**src/hw/rtl/status_led_pattern_generator_top_macros.svh**
```systemverilog
// Assertion macros shared by the pattern generator modules.
`ifndef STATUS_LED_PATTERN_GENERATOR_TOP_MACROS_SVH
`define STATUS_LED_PATTERN_GENERATOR_TOP_MACROS_SVH

// Check a consequence in the same cycle.
`define SLPG_ASSERT(label, ante, cons, msg) \
  label: assert property (@(posedge clk) disable iff (rst) (ante) |-> (cons)) \
    else $error(msg);

// Check a consequence in the next cycle.
`define SLPG_ASSERT_NEXT(label, ante, cons, msg) \
  label: assert property (@(posedge clk) disable iff (rst) (ante) |=> (cons)) \
    else $error(msg);

`endif

```
**src/hw/rtl/slpg_pkg.sv**
```systemverilog
package slpg_pkg;

  localparam logic FUNC_TICK = 1'b0;
  localparam logic FUNC_MODE = 1'b1;

  localparam logic [3:0] MODE_OFF     = 4'd0;
  localparam logic [3:0] MODE_BOOT    = 4'd1;
  localparam logic [3:0] MODE_CONFIG  = 4'd2;
  localparam logic [3:0] MODE_IDLE    = 4'd3;
  localparam logic [3:0] MODE_CAPTURE = 4'd4;
  localparam logic [3:0] MODE_SEND    = 4'd5;
  localparam logic [3:0] MODE_ERROR   = 4'd6;
  localparam logic [3:0] MODE_NOPEER  = 4'd7;
  localparam logic [3:0] MODE_RESET   = 4'd8;

  localparam logic [7:0] PEAK_LEVEL_RESET = 8'd40;

  // Breathe and blink periods in ticks.
  localparam int LONG_PERIOD   = 50;
  localparam int CONFIG_PERIOD = 150;
  localparam int SEND_PERIOD   = 20;
  localparam int FLASH_TICKS   = 5;
  localparam int RESET_BLINK_BIT = 2;

  // floor(x / half) == (x * RECIP) >> RECIP_SHIFT for every x up to half * 255.
  localparam int RECIP_SHIFT = 21;
  localparam logic [17:0] RECIP_LONG   = 18'd83887;
  localparam logic [17:0] RECIP_CONFIG = 18'd27963;
  localparam logic [17:0] RECIP_SEND   = 18'd209716;

  typedef struct packed {
    logic       valid;
    logic [3:0] mode;
    logic [6:0] num;
    logic       lt5;
    logic       on;
  } stage_t;

  typedef struct packed {
    logic [7:0] red;
    logic [7:0] green;
    logic [7:0] blue;
  } rgb_t;

endpackage

```
**src/hw/rtl/slpg_cmd_if.sv**
```systemverilog
interface slpg_cmd_if;
  logic       valid;
  logic       ready;
  logic       func;
  logic [3:0] mode_value;

  modport source(output valid, func, mode_value, input ready);
  modport sink(input valid, func, mode_value, output ready);
endinterface

```
**src/hw/rtl/slpg_rgb_if.sv**
```systemverilog
interface slpg_rgb_if;
  logic       valid;
  logic       ready;
  logic [7:0] red;
  logic [7:0] green;
  logic [7:0] blue;

  modport source(output valid, red, green, blue, input ready);
  modport sink(input valid, red, green, blue, output ready);
endinterface

```
**src/hw/rtl/slpg_cfg_if.sv**
```systemverilog
interface slpg_cfg_if;
  logic       valid;
  logic       ready;
  logic [7:0] data;

  modport source(output valid, data, input ready);
  modport sink(input valid, data, output ready);
endinterface

```
**src/hw/rtl/slpg_phase.sv**
```systemverilog
`include "status_led_pattern_generator_top_macros.svh"

module slpg_phase (
  input  logic             clk,
  input  logic             rst,
  input  logic             adv,
  slpg_cmd_if.sink         cmd,
  output slpg_pkg::stage_t s1
);

  logic [3:0]       mode;
  logic [3:0]       mode_next;
  logic [15:0]      tick_count;
  logic [15:0]      tick_count_next;
  logic [5:0]       r50;
  logic [5:0]       r50_next;
  logic [7:0]       r150;
  logic [7:0]       r150_next;
  logic [4:0]       r20;
  logic [4:0]       r20_next;
  logic             accept;
  logic             mode_change;
  logic             phase_clear;
  logic             phase_ok;
  slpg_pkg::stage_t s1_next;

  assign cmd.ready = adv;
  assign accept    = cmd.valid && adv;

  assign mode_change = accept && (cmd.func == slpg_pkg::FUNC_MODE) && (cmd.mode_value != mode);
  assign phase_clear = (tick_count == '0) && (r50 == '0) && (r150 == '0) && (r20 == '0);
  assign phase_ok    = (r50 < 6'(slpg_pkg::LONG_PERIOD)) &&
                       (r150 < 8'(slpg_pkg::CONFIG_PERIOD)) &&
                       (r20 < 5'(slpg_pkg::SEND_PERIOD));

  always_comb begin
    mode_next       = mode;
    tick_count_next = tick_count;
    r50_next        = r50;
    r150_next       = r150;
    r20_next        = r20;
    if (accept) begin
      if (cmd.func == slpg_pkg::FUNC_MODE) begin
        if (cmd.mode_value != mode) begin
          mode_next       = cmd.mode_value;
          tick_count_next = '0;
          r50_next        = '0;
          r150_next       = '0;
          r20_next        = '0;
        end
      end else if (tick_count == 16'hFFFF) begin
        // wrap restarts every phase
        tick_count_next = '0;
        r50_next        = '0;
        r150_next       = '0;
        r20_next        = '0;
      end else begin
        tick_count_next = tick_count + 16'd1;
        r50_next  = (r50 == 6'(slpg_pkg::LONG_PERIOD - 1)) ? 6'd0 : r50 + 6'd1;
        r150_next = (r150 == 8'(slpg_pkg::CONFIG_PERIOD - 1)) ? 8'd0 : r150 + 8'd1;
        r20_next  = (r20 == 5'(slpg_pkg::SEND_PERIOD - 1)) ? 5'd0 : r20 + 5'd1;
      end
    end
  end

  always_comb begin
    s1_next.valid = accept && (cmd.func == slpg_pkg::FUNC_TICK) &&
                    (mode <= slpg_pkg::MODE_RESET);
    s1_next.mode  = mode;
    s1_next.num   = '0;
    s1_next.lt5   = tick_count_next < 16'(slpg_pkg::FLASH_TICKS);
    s1_next.on    = 1'b0;
    case (mode)
      slpg_pkg::MODE_BOOT: begin
        s1_next.num = (r50_next < 6'(slpg_pkg::LONG_PERIOD / 2)) ? 7'(r50_next)
                    : 7'(6'(slpg_pkg::LONG_PERIOD) - r50_next);
      end
      slpg_pkg::MODE_CONFIG: begin
        s1_next.num = (r150_next < 8'(slpg_pkg::CONFIG_PERIOD / 2)) ? 7'(r150_next)
                    : 7'(8'(slpg_pkg::CONFIG_PERIOD) - r150_next);
      end
      slpg_pkg::MODE_SEND: begin
        s1_next.num = (r20_next < 5'(slpg_pkg::SEND_PERIOD / 2)) ? 7'(r20_next)
                    : 7'(5'(slpg_pkg::SEND_PERIOD) - r20_next);
      end
      slpg_pkg::MODE_ERROR, slpg_pkg::MODE_NOPEER: begin
        s1_next.on = r50_next < 6'(slpg_pkg::LONG_PERIOD / 2);
      end
      slpg_pkg::MODE_RESET: begin
        s1_next.on = !tick_count_next[slpg_pkg::RESET_BLINK_BIT];
      end
      default: begin
        s1_next.num = '0;
      end
    endcase
  end

  always_ff @(posedge clk) begin
    if (rst) begin
      mode       <= slpg_pkg::MODE_OFF;
      tick_count <= '0;
      r50        <= '0;
      r150       <= '0;
      r20        <= '0;
      s1.valid   <= 1'b0;
    end else begin
      mode       <= mode_next;
      tick_count <= tick_count_next;
      r50        <= r50_next;
      r150       <= r150_next;
      r20        <= r20_next;
      if (adv) begin
        s1 <= s1_next;
      end
    end
  end

  `SLPG_ASSERT_NEXT(a_mode_clear, mode_change, phase_clear, "mode change left counters set")
  `SLPG_ASSERT(a_phase_range, 1'b1, phase_ok, "phase out of range")

endmodule

```
**src/hw/rtl/slpg_shade.sv**
```systemverilog
`include "status_led_pattern_generator_top_macros.svh"

module slpg_shade (
  input  logic             clk,
  input  logic             rst,
  input  logic [7:0]       peak_level,
  input  slpg_pkg::stage_t s1,
  output logic             adv,
  slpg_rgb_if.source       colour
);

  typedef struct packed {
    logic        valid;
    logic [3:0]  mode;
    logic [14:0] prod;
    logic        lt5;
    logic        on;
  } shade_stage_t;

  shade_stage_t     s2;
  logic [17:0]      recip;
  logic [32:0]      scaled;
  logic [7:0]       level;
  slpg_pkg::rgb_t   colour_next;
  slpg_pkg::rgb_t   last_colour;
  slpg_pkg::rgb_t   out_data;
  logic             out_valid;
  logic             differ;

  assign adv          = !out_valid || colour.ready;
  assign colour.valid = out_valid;
  assign colour.red   = out_data.red;
  assign colour.green = out_data.green;
  assign colour.blue  = out_data.blue;

  always_comb begin
    case (s2.mode)
      slpg_pkg::MODE_BOOT:   recip = slpg_pkg::RECIP_LONG;
      slpg_pkg::MODE_CONFIG: recip = slpg_pkg::RECIP_CONFIG;
      slpg_pkg::MODE_SEND:   recip = slpg_pkg::RECIP_SEND;
      default:               recip = '0;
    endcase
    scaled = 33'(s2.prod) * 33'(recip);
    level  = 8'(scaled >> slpg_pkg::RECIP_SHIFT);
  end

  always_comb begin
    colour_next = '0;
    case (s2.mode)
      slpg_pkg::MODE_BOOT:   colour_next = '{level, level, level};
      slpg_pkg::MODE_CONFIG: colour_next = '{8'd0, level, level};
      slpg_pkg::MODE_IDLE:   colour_next = '{8'd0, peak_level >> 2, 8'd0};
      slpg_pkg::MODE_CAPTURE: begin
        colour_next = s2.lt5 ? slpg_pkg::rgb_t'{8'd0, 8'd0, peak_level}
                             : slpg_pkg::rgb_t'{8'd0, peak_level >> 2, 8'd0};
      end
      slpg_pkg::MODE_SEND:   colour_next = '{level, 8'd0, level};
      slpg_pkg::MODE_ERROR: begin
        colour_next = s2.on ? slpg_pkg::rgb_t'{peak_level, 8'd0, 8'd0} : '0;
      end
      slpg_pkg::MODE_NOPEER: begin
        colour_next = s2.on ? slpg_pkg::rgb_t'{peak_level, peak_level >> 1, 8'd0} : '0;
      end
      slpg_pkg::MODE_RESET: begin
        colour_next = s2.on ? slpg_pkg::rgb_t'{peak_level, peak_level >> 2, 8'd0} : '0;
      end
      default:               colour_next = '0;
    endcase
    differ = colour_next != last_colour;
  end

  always_ff @(posedge clk) begin
    if (rst) begin
      s2.valid    <= 1'b0;
      out_valid   <= 1'b0;
      last_colour <= '0;
    end else if (adv) begin
      s2.valid  <= s1.valid;
      s2.mode   <= s1.mode;
      s2.prod   <= 15'(s1.num) * 15'(peak_level);
      s2.lt5    <= s1.lt5;
      s2.on     <= s1.on;
      out_valid <= s2.valid && differ;
      if (s2.valid && differ) begin
        last_colour <= colour_next;
        out_data    <= colour_next;
      end
    end
  end

  `SLPG_ASSERT(a_out_matches_last, out_valid, out_data == last_colour, "stale output colour")
  `SLPG_ASSERT(a_level_bound, s2.valid, level <= peak_level, "breathe level above peak")

endmodule

```
**src/hw/rtl/status_led_pattern_generator_top.sv**
```systemverilog
// An accepted tick passes through the phase, product and colour registers; its colour is presented when it changes.
// Throughput: one transaction per cycle; phase, product and colour stages advance together.
// The pipeline holds only while a shown colour waits on the output.
// Reset: mode off, tick counter zero, last colour black, peak level 40, no output valid.
module status_led_pattern_generator_top (
  input logic        clk,
  input logic        rst,
  slpg_cmd_if.sink   cmd,
  slpg_cfg_if.sink   cfg,
  slpg_rgb_if.source colour
);

  logic [7:0]       peak_level;
  logic             adv;
  slpg_pkg::stage_t s1;

  assign cfg.ready = 1'b1;

  always_ff @(posedge clk) begin
    if (rst) begin
      peak_level <= slpg_pkg::PEAK_LEVEL_RESET;
    end else if (cfg.valid) begin
      peak_level <= cfg.data;
    end
  end

  slpg_phase u_phase (
    .clk (clk),
    .rst (rst),
    .adv (adv),
    .cmd (cmd),
    .s1  (s1)
  );

  slpg_shade u_shade (
    .clk        (clk),
    .rst        (rst),
    .peak_level (peak_level),
    .s1         (s1),
    .adv        (adv),
    .colour     (colour)
  );

endmodule

```
**src/flat_wrapper.sv**
```systemverilog
// flat-port wrapper written by rule: the top's interface ports become plain ports
module status_led_pattern_generator_top_flat 
  (clk, rst, cmd_valid, cmd_func, cmd_mode_value, cmd_ready, cfg_valid, cfg_data, cfg_ready, colour_valid, colour_red, colour_green, colour_blue, colour_ready);
  slpg_cmd_if cmd_i ();
  slpg_cfg_if cfg_i ();
  slpg_rgb_if colour_i ();
  input logic clk;
  input logic rst;
  input wire logic [$bits(cmd_i.valid)-1:0] cmd_valid;
  input wire logic [$bits(cmd_i.func)-1:0] cmd_func;
  input wire logic [$bits(cmd_i.mode_value)-1:0] cmd_mode_value;
  output wire logic [$bits(cmd_i.ready)-1:0] cmd_ready;
  input wire logic [$bits(cfg_i.valid)-1:0] cfg_valid;
  input wire logic [$bits(cfg_i.data)-1:0] cfg_data;
  output wire logic [$bits(cfg_i.ready)-1:0] cfg_ready;
  output wire logic [$bits(colour_i.valid)-1:0] colour_valid;
  output wire logic [$bits(colour_i.red)-1:0] colour_red;
  output wire logic [$bits(colour_i.green)-1:0] colour_green;
  output wire logic [$bits(colour_i.blue)-1:0] colour_blue;
  input wire logic [$bits(colour_i.ready)-1:0] colour_ready;
  assign cmd_i.valid = cmd_valid;
  assign cmd_i.func = cmd_func;
  assign cmd_i.mode_value = cmd_mode_value;
  assign cmd_ready = cmd_i.ready;
  assign cfg_i.valid = cfg_valid;
  assign cfg_i.data = cfg_data;
  assign cfg_ready = cfg_i.ready;
  assign colour_valid = colour_i.valid;
  assign colour_red = colour_i.red;
  assign colour_green = colour_i.green;
  assign colour_blue = colour_i.blue;
  assign colour_i.ready = colour_ready;
  status_led_pattern_generator_top u_core (.clk(clk), .rst(rst), .cmd(cmd_i), .cfg(cfg_i), .colour(colour_i));
endmodule
```
**config.mk**
```make
export PLATFORM = sky130hd
export DESIGN_NAME = status_led_pattern_generator_top_flat
export DESIGN_NICKNAME = d
export VERILOG_FILES = /design/src/hw/rtl/slpg_pkg.sv /design/src/hw/rtl/slpg_cmd_if.sv /design/src/hw/rtl/slpg_rgb_if.sv /design/src/hw/rtl/slpg_cfg_if.sv /design/src/hw/rtl/slpg_phase.sv /design/src/hw/rtl/slpg_shade.sv /design/src/hw/rtl/status_led_pattern_generator_top.sv /design/src/flat_wrapper.sv
export VERILOG_INCLUDE_DIRS = /design/src /design/src/hw/rtl
export SDC_FILE = /design/constraint.sdc
export NUM_CORES = 1
export LEC_CHECK = 0
export ABC_AREA = 1
export BUFFER_PORTS_ARGS = -buffer_cell sky130_fd_sc_hd__buf_2
export CAP_MARGIN = 10
export CORE_ASPECT_RATIO = 0.5
export CORE_MARGIN = 2
export CORE_UTILIZATION = 45
export DETAILED_ROUTE_END_ITERATION = 10
export SLEW_MARGIN = 20
export SYNTH_ARGS = -nofsm -noshare
export SYNTH_HDL_FRONTEND = slang
export SYNTH_SLANG_ARGS = --single-unit
```
**constraint.sdc**
```tcl
create_clock -name clk -period 11.2 [get_ports clk]
set_input_delay 0.56 -clock clk [delete_from_list [all_inputs] [get_ports clk]]
set_output_delay 0.56 -clock clk [all_outputs]
set_load 0.1 [all_outputs]
```
* After elaboration in Yosys (flattened, before gate mapping)
Index checks and enable logic that the tools add are counted.
Storage, ports and cells: register bits 132, input port bits 18, output and inout port bits 27, word-level logic and storage cells 101
Cells by class: $add $sub $neg 7, $mul 2, magnitude comparators 5, equality and inequality tests 20, multiplexer cells 30, bitwise gates (word level) 2, reductions and logical operators 12
Operators with widths (number):
- $pmux W24 S8 | 1
- $mux W24 | 3
- $mux W16 | 4
- $pmux W18 S3 | 1
- $mux W8 | 5
- $mux W6 | 5
- $mul A15 B18 Y29 | 1
- $eq A4 B3 Y1 const B | 7
- $mux W5 | 5
- $ne A24 B24 Y1 | 1
- $mux W7 | 3
- $pmux W7 S3 | 1
- $add A16 B1 Y16 const B | 1
- $eq A16 B16 Y1 const B | 1
- $lt A16 B3 Y1 const B | 1
- $mul A7 B8 Y15 | 1
- $mux W14 | 1
- $eq A4 B2 Y1 const B | 3
- $add A8 B1 Y8 const B | 1
- $eq A4 B1 Y1 const B | 2
- $eq A4 B4 Y1 const B | 2
- $eq A8 B8 Y1 const B | 1
- $lt A8 B7 Y1 const B | 1
- $sub A5 B7 Y7 const A | 1
- other kinds (18) | 25

* Logic depth before layout (Yosys ltp)
depth after elaboration 8, depth in mapped cells 44, mapped depth without buffers 42

* Hierarchy
From an unflattened synthesis, not the netlist that was laid out.
Unflattened totals: cells, all modules 2171, area, all modules 16375.7 um2
Modules (own cells, without submodules):
- slpg_shade | times used 1, cells each 1596, area an instance 12495.7 um2, seq. area each 1871.8 um2
- slpg_phase | times used 1, cells each 526, area an instance 3552.2 um2, seq. area each 1191.1 um2
- status_led_pattern_generator_top | times used 1, cells each 49, area an instance 327.8 um2, seq. area each 160.2 um2

* Worst setup path after synthesis
No wires, ideal clock.
kind register to register, start register u_core.u_shade.s2[20] in the netlist's numbering, end register u_core.u_shade.out_data (netlist bit u_core.u_shade.colour.blue[0]), enable pin, setup time 0.405 ns, arrival 8.012 ns, required time 10.795 ns, slack 2.783 ns, cell stages (with the launch flop) 39, path buffers 3, period minus slack after synthesis 8.417 ns, cells stage by stage edfxtp_1 nor2_2 nand2_2 nand2_2 buf_6 clkbuf_1 inv_1 nor2_1 fa_1 fa_1 fa_1 inv_1 fa_1 inv_1 fa_1 inv_1 fa_1 inv_1 [... 3 more ...] nand3_1 inv_1 nand2_1 nand3_1 nor2_1 nand2_2 nand2_1 nand2_1 nand2_1 nand3_1 nand2_1 nand2_1 nand3_1 nor3_1 nand3_1 nand3_2 buf_6 nor2_1
RTL lines:
- start, declared | RTL line slpg_shade.sv:20 | shade_stage_t s2;
- end signal, assigned | RTL line slpg_shade.sv:86 | out_data <= colour_next;
- end, declared | RTL line slpg_shade.sv:26 | slpg_pkg::rgb_t out_data;

==> results.toml <==
[sta]
setup_tns_ns = 0
setup_viol = 0
layout_min_cycle_time_ns = 9.39
rsz0062_at_grt = "false"
worst_pin_slew_ns = 0.933
slew_viol_final = 0
fin_skew_ns = 0.0142
finalHoldViolations = 0
fmax_ghz = 0.106
relSlewSlack_pct = 37.6
finalCritPeriodShare_pct = 83.9

[die]
die_area_sq_um = 36700
pin_count = 45
die_w_microns = 269
chipHeight_microns = 136
core_sq_um = 34500
initial_utilization_pct = 45.7
rows = 48

[placement]
hpwl_microns = 33100
place.gp.congestion = 0.979
io_buffers = 43
placed_cell_area_sq_um = 16500

[drt]
num_vias = 12400
routed_wl_microns = 38900
firstDrtPassIters = 5
drt-vias-per-instance = 4.89
avgRoutedWirePerCell_microns = 15.4
ant_nets = 0
drc = 0
first_iter_violations = 861

[critical_path]
critical_path_buf_inv_count = 8
cp-start-kind = "flop"
crit-reg2reg-launch = "u_core.u_shade.s2[20]$_DFFE_PP_"
crit_family = "simple AND/OR/NAND/NOR gates"
crit_path_top_delay_cell = "nor2_1"
slowest_delay_ns = 0.71
cp_max_fo = 30
reg2reg_slack_ns = 1.81
crit_path_frequent_cell = "nand2_1"
crit_type = "flop to flop"
cp.arrival_ns = 9.49
critPathRequiredTime_ns = 11.29
cp-end-kind = "flop"
r2r_end = "u_core.u_shade.colour.blue[5]$_DFFE_PP_"
reg2regPathDepth = 37

[power_and_ir_drop]
seqPwrFrac_pct = 26.6
cellPowerDensity_nw_per_um2 = 127
clkPwrFrac_pct = 25.3
power_switching_mw = 0.940
combPwrFrac_pct = 48.1
ir_worst_vdd_mv = 0.0863
power.leakage_nw = 9.20
p_sw_share_pct = 43.6
internal_power_mw = 1.22

[layout]
fillers = 3459
drive_gt1_share_pct = 6.77
diodes = 0
nNetsFinal = 2405
area_growth_pct = 7.93
fin_area_sq_um = 17000

[yosys]
synth.avg_cell_area_sq_um = 7.86
synth.area.top_cells = "fa_1, ha_1, inv_1, edfxtp_1, dfxtp_1"
synth_nets = 2374
yosys.area.top_type = "fa_1"
ys_seq_area_share_pct = 20.4
synthArstFlopShare_pct = 0
syn_area_sq_um = 15800
synth_edf_count = 58
ys_warn_count = 0
synth_top_area_share_pct = 25.0
syn_inst = 2010
ys_types = 47
ys_ff_latch = 132
ys.flop_type = "dfxtp_1"

[clock_tree]
ctsResizeCount = 0
clockRootBuffer = "clkbuf_16"
worstSkewPairLatency_ns = 0.43
path_clk_slew_ns = 0.06
post_cts_buffers = 0
cts_tree = "yes"
cts_made_buffers = 17
h-tree-depth = 4
clkSinkCount = 132
hold_buffers = 0
cts_buffer_depth = 2

[global_route]
grtUsageMet1_pct = 33.3
grt_usage_pct = 22.7
grt-ovfl-total = 0
use_met3_pct = 3.19
antenna_found_initial = 0
grt_max_degree = 41
grt_pass1_wl_microns = 64500
grt_pass1_vias = 12200
grt.busiest_layer = "met2"
grt_use_met2_pct = 36.2

[hold_path]
hp-start = "cfg_data[5]"
hold_depth = 3
hold_path.class = "input port to flop"
whs_endpoint = "u_core.peak_level[5]$_SDFFE_PP1P_"

[outcome]
outcome = "completed"

[flow_run]
maxCapViolations = 0
==> per-layer routing <==
metal,vias to the layer above,part of all wire (%)
li1,6185,-
met2,322,45
met3,26,6.0
met4,0,0.82
met1,5839,49
met5,-,0
==> cell usage after synthesis, drive strengths merged, types with 2 or more instances <==
cell type and count:
a21o 3, o22ai 14, a22oi 11, and2 2, edfxtp 58, nand2 382
nor3b 3, fa 197, a31oi 5, buf 7, a21oi 55, ha 149
xor2 35, nor4 10, o211ai 3, nor2 259, dfxtp 74, o32ai 2
or2 2, nor3 13, a32oi 2, xnor2 12, clkbuf 30, inv 495
nand4 10, nand3 108, o21ai 49, o21bai 6, clkinv 3, o21a 4
==> worst max path at each step <==
| stage | end | slack (ns) | from | depth (start not counted) |
|---|---|---|---|---|
| 2_1_floorplan | u_core.u_shade.colour.blue[0]$_DFFE_PP_ | 2.78 | u_core.u_shade.s2[20]$_DFFE_PP_ | 38 |
| 3_3_place_gp | u_core.u_shade.colour.green[2]$_DFFE_PP_ | 2.05 | u_core.u_shade.s2[20]$_DFFE_PP_ | 34 |
| 3_5_place_dp | u_core.u_shade.colour.blue[0]$_DFFE_PP_ | 1.95 | u_core.u_shade.s2[20]$_DFFE_PP_ | 34 |
| 4_1_cts | u_core.u_shade.colour.blue[5]$_DFFE_PP_ | 1.89 | u_core.u_shade.s2[20]$_DFFE_PP_ | 35 |
| 5_1_grt | u_core.u_shade.colour.green[4]$_DFFE_PP_ | 1.22 | u_core.u_shade.s2[20]$_DFFE_PP_ | 34 |
| 6_report | u_core.u_shade.colour.blue[5]$_DFFE_PP_ | 1.81 | u_core.u_shade.s2[20]$_DFFE_PP_ | 37 |
==> kinds of logic after synthesis <==
group | share of synthesized area [%]
flip-flops | 20.4
AND/OR/NAND/NOR | 21.4
buffers and inverters | 13.0
other | 0.0237
AO/OA/AOI/OAI | 5.79
adder cells (fa/ha/maj) | 36.8
XOR/XNOR | 2.61
==> flip-flops by register name, indices dropped and copies added (netlist names) <==
name	count
u_core.u_shade.s2	22
u_core.u_shade.last_colour	24
u_core.u_shade.colour.red	8
u_core.u_phase.mode	4
u_core.u_phase.r150	8
u_core.u_shade.colour.blue	8
u_core.peak_level	8
u_core.u_shade.colour.green	8
u_core.u_shade.colour.valid	1
u_core.u_phase.tick_count	16
u_core.u_phase.r20	5
u_core.u_phase.r50	6
u_core.u_phase.s1	14
==> power by group through the flow <==
stage	clock, mW	combinational [mW]	sequential [mW]
after floorplan	0	0.771	0.571
after global placement	0	1.04	0.581
after detailed placement	0	1.04	0.582
after CTS	0.557	1.05	0.571
after global routing	0.576	1.21	0.576
final	0.546	1.04	0.573
==> final cells by class <==
type | count | area [sq um] | share of cell area, %
clock buffers | 20 | 457 | 2.68
clock inverters | 12 | 113 | 0.661
inverters | 498 | 1870 | 11.0
multi-input cells | 1343 | 10500 | 61.8
flip-flops and latches | 132 | 3220 | 18.9
well taps | 475 | 594 | 3.49
repair buffers | 49 | 260 | 1.53
==> worst min-delay path, delay by kind of cell <==
family                 cells  cell delay (ns)
buffers and inverters      1             0.08
AND/OR/NAND/NOR            2             0.10
==> placed cells by master, fill, tap and decap left out, types with 14 or more instances in the layout <==
cell type	netlist	final
inv_1	491	491
nand2_1	357	357
nor2_1	253	251
fa_1	197	197
ha_1	149	149
nand3_1	92	92
dfxtp_1	74	74
edfxtp_1	58	58
a21oi_1	55	55
o21ai_0	47	47
buf_2	0	43
xor2_1	35	35
nand2_2	25	25
clkbuf_16	0	17
nand3_2	16	16
o22ai_1	14	14
==> stage by stage <==
| step | power, mW | worst slack, ns | utilization, % | instances | hold slack [ns] |
|---|---|---|---|---|---|
| 2_1_floorplan | 1.34 | 2.78 | - | 2010 | 0.400 |
| 3_3_place_gp | 1.62 | 2.05 | 47.7 | 2497 | 0.405 |
| 3_5_place_dp | 1.62 | 1.95 | 47.7 | 2497 | 0.409 |
| 4_1_cts | 2.18 | 1.89 | 49.4 | 2529 | 0.334 |
| 5_1_grt | 2.36 | 1.22 | 49.4 | 2529 | 0.358 |
| 6_report | 2.16 | 1.81 | 49.4 | 2529 | 0.347 |
Power figures use the tool's default switching activity.
